`src/sv/assert_macros.svh`:
```
// Assertion macros shared by the RTL files that carry checks.
`ifndef ASSERT_MACROS_SVH
`define ASSERT_MACROS_SVH

// Clocked check, held off while reset is asserted.
`define DBR_ASSERT(label, prop, msg) \
  label: assert property (@(posedge clk) disable iff (!rst_n) prop) else $error(msg);

// Clocked check that also runs during reset.
`define DBR_ASSERT_ALWAYS(label, prop, msg) \
  label: assert property (@(posedge clk) prop) else $error(msg);

`endif

```
`src/sv/dbr_pkg.sv`:
```
// Package with types and constants of the 1-D depth buffer line rasterizer.
`timescale 1ns / 1ps
package dbr_pkg;

  // Width of a mapped column value, signed.
  localparam int CW = 35;

  localparam logic [31:0] DEPTH_RESET = 32'h7FFF_FFFF;
  localparam logic [15:0] NO_SEGMENT  = 16'hFFFF;
  localparam logic [15:0] COUNTER_MAX = 16'hFFFE;
  localparam logic [16:0] SEG_NONE_OUT = 17'h1_FFFF;
  localparam logic [5:0]  DIV_LAST    = 6'd32;

  // Configuration register indexes.
  localparam logic [1:0] REG_X_MIN       = 2'd0;
  localparam logic [1:0] REG_X_SCALE     = 2'd1;
  localparam logic [1:0] REG_KEEP_LARGER = 2'd2;

  typedef enum logic [1:0] {
    CMD_LINE  = 2'd0,
    CMD_PIXEL = 2'd1,
    CMD_READ  = 2'd2,
    CMD_CLEAR = 2'd3
  } command_t;

  typedef enum logic [3:0] {
    ST_INIT,
    ST_IDLE,
    ST_CLEAR,
    ST_MAP_D,
    ST_MAP_M,
    ST_MAP_R,
    ST_ORDER,
    ST_SETUP,
    ST_DIV,
    ST_SKIP_M,
    ST_WALK_ST,
    ST_WALK_RD,
    ST_WALK_WR,
    ST_PIX_RD,
    ST_PIX_WR,
    ST_RD_OUT
  } state_t;

  // Commands from the controller to the datapath.
  typedef struct packed {
    logic capture;
    logic sweep_init;
    logic sweep_clear;
    logic map_d;
    logic map_m;
    logic map_r;
    logic order;
    logic setup;
    logic div_step;
    logic skip_m;
    logic walk_start;
    logic walk_rd;
    logic walk_wr;
    logic pix_rd;
    logic pix_wr;
    logic load_out;
    logic inc_ctr;
  } ctrl_cmd_t;

  // Status from the datapath to the controller.
  typedef struct packed {
    logic sweep_last;
    logic end_b;
    logic outside;
    logic div_last;
    logic walk_last;
    logic col_ok;
    logic out_free;
  } ctrl_sts_t;

endpackage

```
`src/sv/dbr_ctrl.sv`:
```
// Controller state machine of the 1-D depth buffer line rasterizer.
`timescale 1ns / 1ps
module dbr_ctrl (
  input  logic               clk,
  input  logic               rst_n,
  input  logic               in_valid,
  input  logic [1:0]         in_command,
  input  dbr_pkg::ctrl_sts_t sts,
  output logic               in_stall,
  output dbr_pkg::ctrl_cmd_t cmd
);

  dbr_pkg::state_t state_r, state_nxt;

  // State register; reset starts the clearing pass.
  always_ff @(posedge clk) begin
    if (!rst_n) begin
      state_r <= dbr_pkg::ST_INIT;
    end else begin
      state_r <= state_nxt;
    end
  end

  // Next state and command decode.
  always_comb begin
    state_nxt = state_r;
    cmd       = '0;
    in_stall  = 1'b1;
    case (state_r)
      dbr_pkg::ST_INIT: begin
        cmd.sweep_init = 1'b1;
        if (sts.sweep_last) state_nxt = dbr_pkg::ST_IDLE;
      end
      dbr_pkg::ST_IDLE: begin
        in_stall = 1'b0;
        if (in_valid) begin
          cmd.capture = 1'b1;
          case (dbr_pkg::command_t'(in_command))
            dbr_pkg::CMD_LINE:  state_nxt = dbr_pkg::ST_MAP_D;
            dbr_pkg::CMD_PIXEL: state_nxt = sts.col_ok ? dbr_pkg::ST_PIX_RD : dbr_pkg::ST_IDLE;
            dbr_pkg::CMD_READ:  state_nxt = sts.col_ok ? dbr_pkg::ST_PIX_RD : dbr_pkg::ST_IDLE;
            dbr_pkg::CMD_CLEAR: state_nxt = dbr_pkg::ST_CLEAR;
            default:            state_nxt = dbr_pkg::ST_IDLE;
          endcase
        end
      end
      dbr_pkg::ST_CLEAR: begin
        cmd.sweep_clear = 1'b1;
        if (sts.sweep_last) state_nxt = dbr_pkg::ST_IDLE;
      end
      dbr_pkg::ST_MAP_D: begin
        cmd.map_d = 1'b1;
        state_nxt = dbr_pkg::ST_MAP_M;
      end
      dbr_pkg::ST_MAP_M: begin
        cmd.map_m = 1'b1;
        state_nxt = dbr_pkg::ST_MAP_R;
      end
      dbr_pkg::ST_MAP_R: begin
        cmd.map_r = 1'b1;
        state_nxt = sts.end_b ? dbr_pkg::ST_ORDER : dbr_pkg::ST_MAP_D;
      end
      dbr_pkg::ST_ORDER: begin
        cmd.order = 1'b1;
        state_nxt = dbr_pkg::ST_SETUP;
      end
      dbr_pkg::ST_SETUP: begin
        cmd.setup = 1'b1;
        state_nxt = sts.outside ? dbr_pkg::ST_IDLE : dbr_pkg::ST_DIV;
      end
      dbr_pkg::ST_DIV: begin
        cmd.div_step = 1'b1;
        if (sts.div_last) state_nxt = dbr_pkg::ST_SKIP_M;
      end
      dbr_pkg::ST_SKIP_M: begin
        cmd.skip_m = 1'b1;
        state_nxt = dbr_pkg::ST_WALK_ST;
      end
      dbr_pkg::ST_WALK_ST: begin
        cmd.walk_start = 1'b1;
        state_nxt = dbr_pkg::ST_WALK_RD;
      end
      dbr_pkg::ST_WALK_RD: begin
        cmd.walk_rd = 1'b1;
        state_nxt = dbr_pkg::ST_WALK_WR;
      end
      dbr_pkg::ST_WALK_WR: begin
        cmd.walk_wr = 1'b1;
        if (sts.walk_last) begin
          cmd.inc_ctr = 1'b1;
          state_nxt = dbr_pkg::ST_IDLE;
        end else begin
          state_nxt = dbr_pkg::ST_WALK_RD;
        end
      end
      dbr_pkg::ST_PIX_RD: begin
        cmd.pix_rd = 1'b1;
        state_nxt = sts.end_b ? dbr_pkg::ST_RD_OUT : dbr_pkg::ST_PIX_WR;
      end
      dbr_pkg::ST_PIX_WR: begin
        cmd.pix_wr = 1'b1;
        state_nxt = dbr_pkg::ST_IDLE;
      end
      dbr_pkg::ST_RD_OUT: begin
        if (sts.out_free) begin
          cmd.load_out = 1'b1;
          state_nxt = dbr_pkg::ST_IDLE;
        end
      end
      default: state_nxt = dbr_pkg::ST_IDLE;
    endcase
  end

endmodule

```
`config.mk`:
```
export PLATFORM = sky130hd
export DESIGN_NAME = dbr_ctrl
export DESIGN_NICKNAME = d
export VERILOG_FILES = /design/src/sv/assert_macros.svh /design/src/sv/dbr_pkg.sv /design/src/sv/dbr_ctrl.sv
export SDC_FILE = /design/constraint.sdc
export NUM_CORES = 1
export LEC_CHECK = 0
export ABC_AREA = 1
export BUFFER_PORTS_ARGS = -buffer_cell sky130_fd_sc_hd__buf_4
export CAP_MARGIN = 20
export CORE_UTILIZATION = 37
export DETAILED_ROUTE_END_ITERATION = 8
export GPL_ROUTABILITY_DRIVEN = 0
export PLACE_DENSITY = 0.73
export SYNTH_ARGS = -nofsm -noshare
export SYNTH_HDL_FRONTEND = slang
export SYNTH_SLANG_ARGS = --single-unit
```
`constraint.sdc`:
```
create_clock -name clk -period 1.16 [get_ports clk]
set_input_delay 0.058 -clock clk [delete_from_list [all_inputs] [get_ports clk]]
set_output_delay 0.058 -clock clk [all_outputs]
set_load 0.005 [all_outputs]
```
==> results of run 1 <==
## metrics by stage
stage / setup slack, ns / util, % / hold WS [ns] / TNS, ns / cells
4_1_cts: -0.0953 / 83.5 / 0.0837 / -0.899 / 164
2_1_floorplan: 0.0119 / - / 0.187 / 0 / 96
3_5_place_dp: -0.199 / 73.8 / 0.330 / -0.598 / 157
3_3_place_gp: -0.198 / 73.8 / 0.328 / -0.574 / 157
## logic make-up after synthesis
group / after synthesis / synth area share, %
and+or+nand+nor: 67 / 60.5
buffers and inverters: 17 / 13.2
AOI/OAI and AO/OA: 7 / 7.59
DFF: 4 / 16.2
adders and majority gates: 1 / 2.53
## what timing repair did
action / 4_1_cts
setup endpoints to repair: 22
resized for setup: 20
pin swaps: 3
buffers inserted: 4
==> impl_metrics.py, run 1 <==
metrics = {
    "clock_network": {
        "cts_buffers": 3,
        "cts.sinks": 4,
        "hold_buffers": 0,
        "root_buffer": "clkbuf_4",
        "htreeDepth": 1,
        "cts.path.max_buffers": 2,
    },
    "synthesis": {
        "synth_edf_count": 0,
        "ys_seq_elements": 4,
        "synth_common_cells": "nor2_1 (29), nand2_1 (18), inv_1 (13)",
        "async_flop_share_pct": 0,
        "ys_types": 17,
        "ys.flop_type": "dfxtp_1",
        "synth_fp_nets": 109,
        "syn_area_um2": 494,
        "syn_area_per_cell_um2": 5.15,
        "synth_top_area_cell": "nor2_1",
        "netlist_top_cells_area": "nor2_1 (22%), dfxtp_1 (16%), nand2_1 (14%), inv_1 (9.9%), nand3_1 (9.1%)",
        "yosysWarnings": 0,
        "synthCells": 96,
        "yosysMostFrequentCell": "nor2_1",
        "synth_top_area_share_pct": 22.0,
        "synth_seq_area_share_pct": 16.2,
    },
    "floorplanning": {
        "die_h_um": 38.5,
        "row_count": 12,
        "start_util_pct": 42.2,
        "io_pins": 30,
        "die_x_um": 38.5,
    },
    "global_route": {
        "grt_max_degree": 7,
    },
    "run_status": {
        "status": "stopped before the end",
        "stop_stage": "global routing (5_1_grt)",
        "error": "[ERROR DPL-0038] Utilization greater than 100%, impossible to legalize",
    },
    "place": {
        "placed_cell_area_um2": 865,
        "portBuffers": 29,
        "dp_hpwl_um": 1330,
    },
    "timing": {
        "worst-ep-kind": "output port",
        "grt_worst_setup_endpoint": "cmd[15]",
    },
}
==> inputs of run 2 (changes only) <==
CORE_AREA = 2 2 63 65   (was default)
CORE_UTILIZATION = default   (was 37)
DIE_AREA = 0 0 65 67   (was default)
PLACE_DENSITY = default   (was 0.73)
PLACE_DENSITY_LB_ADDON = 0.15   (was default)
clock period = 1.5 ns   (was 1.16 ns; I/O delays follow)
==> run 2 against run 1 <==
Against the previous run:
- the flow now finishes without violations
- synthesized cell count is the same
- synthesized area is the same
==> impl_metrics.py, run 2 <==
metrics = {
    "run_status": {
        "status": "complete, no violations",
    },
    "floorplanning": {
        "die_h_um": 67,
        "die-area_um2": 4360,
        "io_pins": 30,
        "core_area_um2": 3610,
        "die_x_um": 65,
        "row_count": 22,
        "start_util_pct": 13.7,
    },
    "critical_path": {
        "worstPathArrival_ns": 1.29,
        "r2r_slack_ns": 0.20,
        "critPathRequiredTime_ns": 1.42,
        "cp-startpoint": "state_r[2]",
        "end_kind": "primary output",
        "worstPathMaxFanout": 5,
        "reg2reg_to": "state_r[0]",
        "r2r_cells": 9,
        "crit_path_start_kind": "flip-flop",
        "crit_end": "cmd[13]",
        "crit_type": "flip-flop to primary output",
        "r2r_start": "state_r[1]",
    },
    "synthesis": {
        "syn_area_um2": 494,
        "ys_types": 17,
        "synth_common_cells": "nor2_1 (29), nand2_1 (18), inv_1 (13)",
        "netlist_top_cells_area": "nor2_1 (22%), dfxtp_1 (16%), nand2_1 (14%), inv_1 (9.9%), nand3_1 (9.1%)",
        "async_flop_share_pct": 0,
        "synth_fp_nets": 109,
        "ys_seq_elements": 4,
        "yosysMostFrequentCell": "nor2_1",
        "synth_seq_area_share_pct": 16.2,
        "synth_edf_count": 0,
        "ys.flop_type": "dfxtp_1",
        "synthCells": 96,
        "synth_top_area_cell": "nor2_1",
        "yosysWarnings": 0,
        "synth_top_area_share_pct": 22.0,
        "syn_area_per_cell_um2": 5.15,
    },
    "timing": {
        "period_needed_ns": 1.37,
        "finalMaxSlewViolations": 0,
        "slew_headroom_pct": 81.0,
        "skew_ns": 0.00165,
        "whs_ns": 0.130,
        "finalHoldViolCount": 0,
        "rsz0062_at_grt": "no",
        "setup-violations-final": 0,
        "fmax_mhz": 731,
        "fin_setup_tns_ns": 0,
        "tightest_slew_ns": 0.284,
        "period_share_pct": 91.2,
    },
    "final_layout": {
        "top_register": "state_r",
        "largest_reg_flops": 4,
        "nNetsFinal": 144,
        "antenna_cells": 0,
        "drive_gt1_share_pct": 37.2,
        "finalNonFillerCells": 177,
        "areaGrowthSynthToFinish_pct": 66.8,
        "utilization_pct": 22.9,
        "fillers": 430,
        "multi_input_area_um2": 352,
        "mostFrequentLayoutCell": "buf_4",
        "top_regs": "state_r x4",
        "final_cell_mix": "buf_4 (30), nor2_1 (29), nand2_1 (17)",
        "stdcell_area_um2": 825,
        "seq_area_um2": 81.3,
    },
    "drt": {
        "wirelength_um": 1770,
        "via_per_inst": 4.05,
        "drc": 0,
        "drt_first_pass_iters": 4,
        "drtIter0Drc": 25,
        "avgRoutedWirePerCell_um": 10.0,
        "num_vias": 716,
        "ant_nets": 0,
    },
    "clock_network": {
        "root_buffer": "clkbuf_8",
        "cts_buffers": 3,
        "htreeDepth": 1,
        "hold_buffers": 0,
        "cts.sinks": 4,
        "cts_resized": 0,
        "cts_setup_buffers": 0,
        "cts_tree": "built",
        "path_clk_slew_ns": 0.03,
        "cts.path.max_buffers": 2,
        "insertion_delay_ns": 0.21,
    },
    "place": {
        "portBuffers": 29,
        "placed_cell_area_um2": 779,
        "dp_hpwl_um": 1580,
        "dp.cells": 174,
    },
    "global_route": {
        "grt_overflow": 0,
        "grt.met3_usage_pct": 2.36,
        "track_usage_pct": 8.89,
        "grt-busiest-layer": "met2",
        "grt_pass1_vias": 665,
        "grt_pass1_wl_um": 2940,
        "grt_max_degree": 8,
        "grt_util_met2_pct": 14.0,
        "use_met1_pct": 10.9,
        "grt_antenna_before_repair": 0,
    },
    "pwr": {
        "ir_drop_v": 0.000444,
        "power_density_nw_per_um2": 1640,
        "p_leak_nw": 0.453,
    },
    "flow_run": {
        "maxCapViolCount": 0,
    },
    "min_path": {
        "hold_path_class": "input pin to flip-flop",
    },
}
-- run 2: cell counts after synthesis --
No cell type changed its count.
-- run 2: cell families (layout without fill, tap and decap cells) --
| kind of cell | after synthesis | in the layout | synth area share, % |
|---|---|---|---|
| adder cells (fa/ha/maj) | 1 | 1 | 2.53 |
| flip-flops | 4 | 4 | 16.2 |
| AO/OA/AOI/OAI | 7 | 7 | 7.59 |
| buffers and inverters | 17 | 50 | 13.2 |
| AND/OR/NAND/NOR | 67 | 67 | 60.5 |
-- run 2: layout make-up --
type                    instances  area share [%]
well taps                      48            7.28
inverters                      17            7.89
clock buffers                   3            5.01
multi-input cells              75            42.6
repair buffers                 30            27.3
flip-flops and latches          4            9.86
-- run 2: power breakdown --
part / switching [mW] / internal, mW
sequential: 0.0835 / 0.159
clock: 0.0511 / 0.171
combinational: 0.529 / 0.360
-- run 2: worst min-delay path by stage --
stage          start    endpoint  slack, ns  cells past startpoint
6_report       rst_n  state_r[0]       0.13                      3
5_1_grt        rst_n  state_r[1]       0.15                      3
4_1_cts        rst_n  state_r[0]       0.12                      3
3_5_place_dp   rst_n  state_r[0]       0.35                      3
3_3_place_gp   rst_n  state_r[0]       0.35                      3
2_1_floorplan  rst_n  state_r[1]       0.21                      2
-- run 2: per-stage QoR --
stage               total power [mW]  setup slack (ns)
finish                          1.35             0.132
global route                    1.50            0.0352
CTS                             1.36             0.105
detailed placement              1.13             0.129
global placement                1.14             0.116
floorplan                      0.787             0.352
-- run 2: per-layer routing --
layer  part of all wire [%]  wire [um]  vias up
met5                      0          0        -
met4                    2.0         35        0
met3                    7.7        137        4
met2                     42        751       31
met1                     48        846      320
li1                       -          -      361
-- run 2: worst max-delay path: stages, from the launching register on --
cell	delay [ns]
dfxtp_1	0.30
buf_4	0.15
nor2_2	0.19
inv_1	0.12
nor2_1	0.18
buf_4	0.14
(Power assumes the default switching activity.)
==> inputs of run 3 (changes only) <==
ABC_AREA = default   (was 1)
==> run 3 against run 2 <==
Against the previous run:
- sequential share of layout area is 1.1 points lower
- count of clock-buffer cells in the layout did not move
- non-clock buffer count increased by 11
- sequential power rose by 3%
- wire length rose by 12%
==> impl_metrics.py, run 3 <==
metrics = {
    "final_layout": {
        "fillers": 395,
        "antenna_cells": 0,
        "nNetsFinal": 136,
        "seq_area_um2": 85.1,
        "top_register": "state_r",
        "largest_reg_flops": 4,
        "top_regs": "state_r x4",
        "stdcell_area_um2": 975,
        "final_cell_mix": "buf_4 (39), nor2_1 (15), nor3_1 (7)",
        "areaGrowthSynthToFinish_pct": 61.6,
        "drive_gt1_share_pct": 47.9,
        "utilization_pct": 27.0,
        "mostFrequentLayoutCell": "buf_4",
        "multi_input_area_um2": 449,
    },
    "synthesis": {
        "synth_fp_nets": 98,
        "synth_common_cells": "nor2_1 (16), nor3_1 (7), nand2_1 (6)",
        "synth_seq_area_share_pct": 13.3,
        "synth_top_area_cell": "dfxtp_1",
        "synth_top_area_share_pct": 13.3,
        "ys.flop_type": "dfxtp_1",
        "syn_area_um2": 603,
        "yosysWarnings": 0,
        "ys_types": 38,
        "yosysMostFrequentCell": "nor2_1",
        "async_flop_share_pct": 0,
        "syn_area_per_cell_um2": 7.10,
        "synth_edf_count": 0,
        "netlist_top_cells_area": "dfxtp_1 (13%), nor2_1 (10%), buf_6 (7.5%), nor3_1 (5.8%), nand2b_1 (5.2%)",
        "ys_seq_elements": 4,
        "synthCells": 85,
    },
    "global_route": {
        "grt_max_degree": 23,
        "grt_pass1_wl_um": 3480,
        "grt_overflow": 0,
        "grt_pass1_vias": 721,
        "grt_antenna_before_repair": 0,
        "track_usage_pct": 10.4,
    },
    "timing": {
        "slew_headroom_pct": 83.1,
        "tightest_slew_ns": 0.253,
        "period_needed_ns": 1.42,
        "setup-violations-final": 0,
        "finalHoldViolCount": 0,
        "skew_ns": 0.00167,
        "rsz0062_at_grt": "yes",
        "finalMaxSlewViolations": 0,
        "period_share_pct": 94.6,
        "fmax_mhz": 705,
    },
    "critical_path": {
        "path_cells": "buf_4 > nand2b_1 > nor2_2 > and2_1 > buf_4",
        "cp_top_family": "simple AND/OR/NAND/NOR gates",
        "worstPathMaxFanout": 13,
        "end_kind": "primary output",
        "worstPathArrival_ns": 1.34,
        "slowest_delay_ns": 0.39,
        "crit_path_top_delay_cell": "dfxtp_4",
        "crit_top_cell": "buf_4",
        "crit_path_start_kind": "flip-flop",
        "cp.buffers_inverters": 2,
        "crit_type": "flip-flop to primary output",
        "critPathRequiredTime_ns": 1.42,
    },
    "drt": {
        "ant_nets": 0,
        "wirelength_um": 1990,
        "drc": 0,
        "avgRoutedWirePerCell_um": 11.8,
        "num_vias": 709,
        "via_per_inst": 4.20,
        "drt_first_pass_iters": 4,
        "drtIter0Drc": 22,
    },
    "pwr": {
        "ir_drop_v": 0.000414,
        "power.switching_mw": 0.779,
        "p_seq_share_pct": 14.0,
        "p_leak_nw": 0.417,
        "cellInternalPower_mw": 0.994,
        "p_comb_share_pct": 73.2,
        "power_density_nw_per_um2": 1820,
        "p_sw_share_pct": 43.9,
        "clockPowerShare_pct": 12.8,
    },
    "min_path": {
        "hold_path_class": "input pin to flip-flop",
    },
    "clock_network": {
        "cts_buffers": 3,
        "root_buffer": "clkbuf_8",
        "cts.path.max_buffers": 2,
        "cts_tree": "built",
        "path_clk_slew_ns": 0.03,
        "htreeDepth": 1,
        "insertion_delay_ns": 0.22,
        "cts_setup_buffers": 0,
        "cts.sinks": 4,
    },
    "place": {
        "dp_hpwl_um": 1570,
        "portBuffers": 29,
        "placed_cell_area_um2": 916,
    },
    "floorplanning": {
        "die_h_um": 67,
        "die_x_um": 65,
        "row_count": 22,
        "die-area_um2": 4360,
        "core_area_um2": 3610,
        "io_pins": 30,
        "start_util_pct": 16.7,
    },
    "run_status": {
        "status": "complete, no violations",
    },
    "flow_run": {
        "maxCapViolCount": 0,
    },
}
-- run 3: changes by cell type after synthesis, moves of 2 or more --
cell,previous run,this run
buf_2,0,2
buf_6,0,4
inv_1,13,4
inv_2,3,0
nand2_1,18,6
nand2_2,3,0
nand2b_1,0,5
nand3_1,9,2
nor2_1,29,16
nor2_2,4,0
nor2b_1,0,2
nor3_1,1,7
-- run 3: area by class of cell --
class                   count  area share (%)
clock buffers               3            4.24
inverters                   4            1.54
multi-input cells          69            46.1
flip-flops and latches      4            8.73
well taps                  48            6.16
repair buffers             41            33.2
-- run 3: per-stage QoR --
stage | std cells | setup TNS (ns) | hold WS [ns] | setup WS, ns | total power, mW
global placement | 166 | 0 | 0.358 | 0.0449 | 1.52
floorplan | 85 | 0 | 0.204 | 0.272 | 1.07
CTS | 169 | 0 | 0.126 | 0.00355 | 1.75
global route | 169 | -0.0359 | 0.125 | -0.0359 | 1.96
finish | 169 | 0 | 0.123 | 0.0814 | 1.77
detailed placement | 166 | -0.0409 | 0.353 | -0.0409 | 1.51
-- run 3: worst paths after layout --
check,startpoint,end,slack (ns),depth (start not counted)
hold / removal,rst_n,state_r[3],0.12,3
setup / recovery,state_r[1],cmd[0],0.08,5
hold reg to reg,state_r[3],state_r[3],0.68,3
setup reg to reg,state_r[2],state_r[2],0.13,5
-- run 3: cells by family after synthesis --
| group | share of synthesized area (%) |
|---|---|
| simple gates | 43.6 |
| compound gates | 25.5 |
| buf+inv | 13.7 |
| flops | 13.3 |
| mux | 1.87 |
| fa+ha+maj | 2.07 |
-- run 3: timing repair --
| action | CTS | global route |
|---|---|---|
| hold buffers | 0 | 0 |
| pin swaps | 0 | 0 |
| gates cloned | 0 | 0 |
| gates resized for setup | 2 | 5 |
| setup endpoints to repair | 9 | 4 |
-- run 3: worst min-delay path, stage by stage --
cell and delay (ns):
buf_4 0.12, o31ai_1 0.05, a31oi_1 0.05
-- run 3: per-layer routing --
metal | global-route usage [%] | wire [um] | vias up
met5 | 0 | 0 | -
met4 | 4.79 | 18 | 0
met3 | 1.86 | 55 | 2
met2 | 16.4 | 928 | 15
met1 | 13.7 | 986 | 319
li1 | - | - | 373
-- run 3: power groups by stage --
stage / combinational, mW / sequential [mW] / clock, mW
finish: 1.30 / 0.249 / 0.227
CTS: 1.28 / 0.243 / 0.233
global route: 1.44 / 0.258 / 0.255
floorplan: 0.893 / 0.177 / 0
detailed placement: 1.27 / 0.238 / 0
global placement: 1.29 / 0.235 / 0
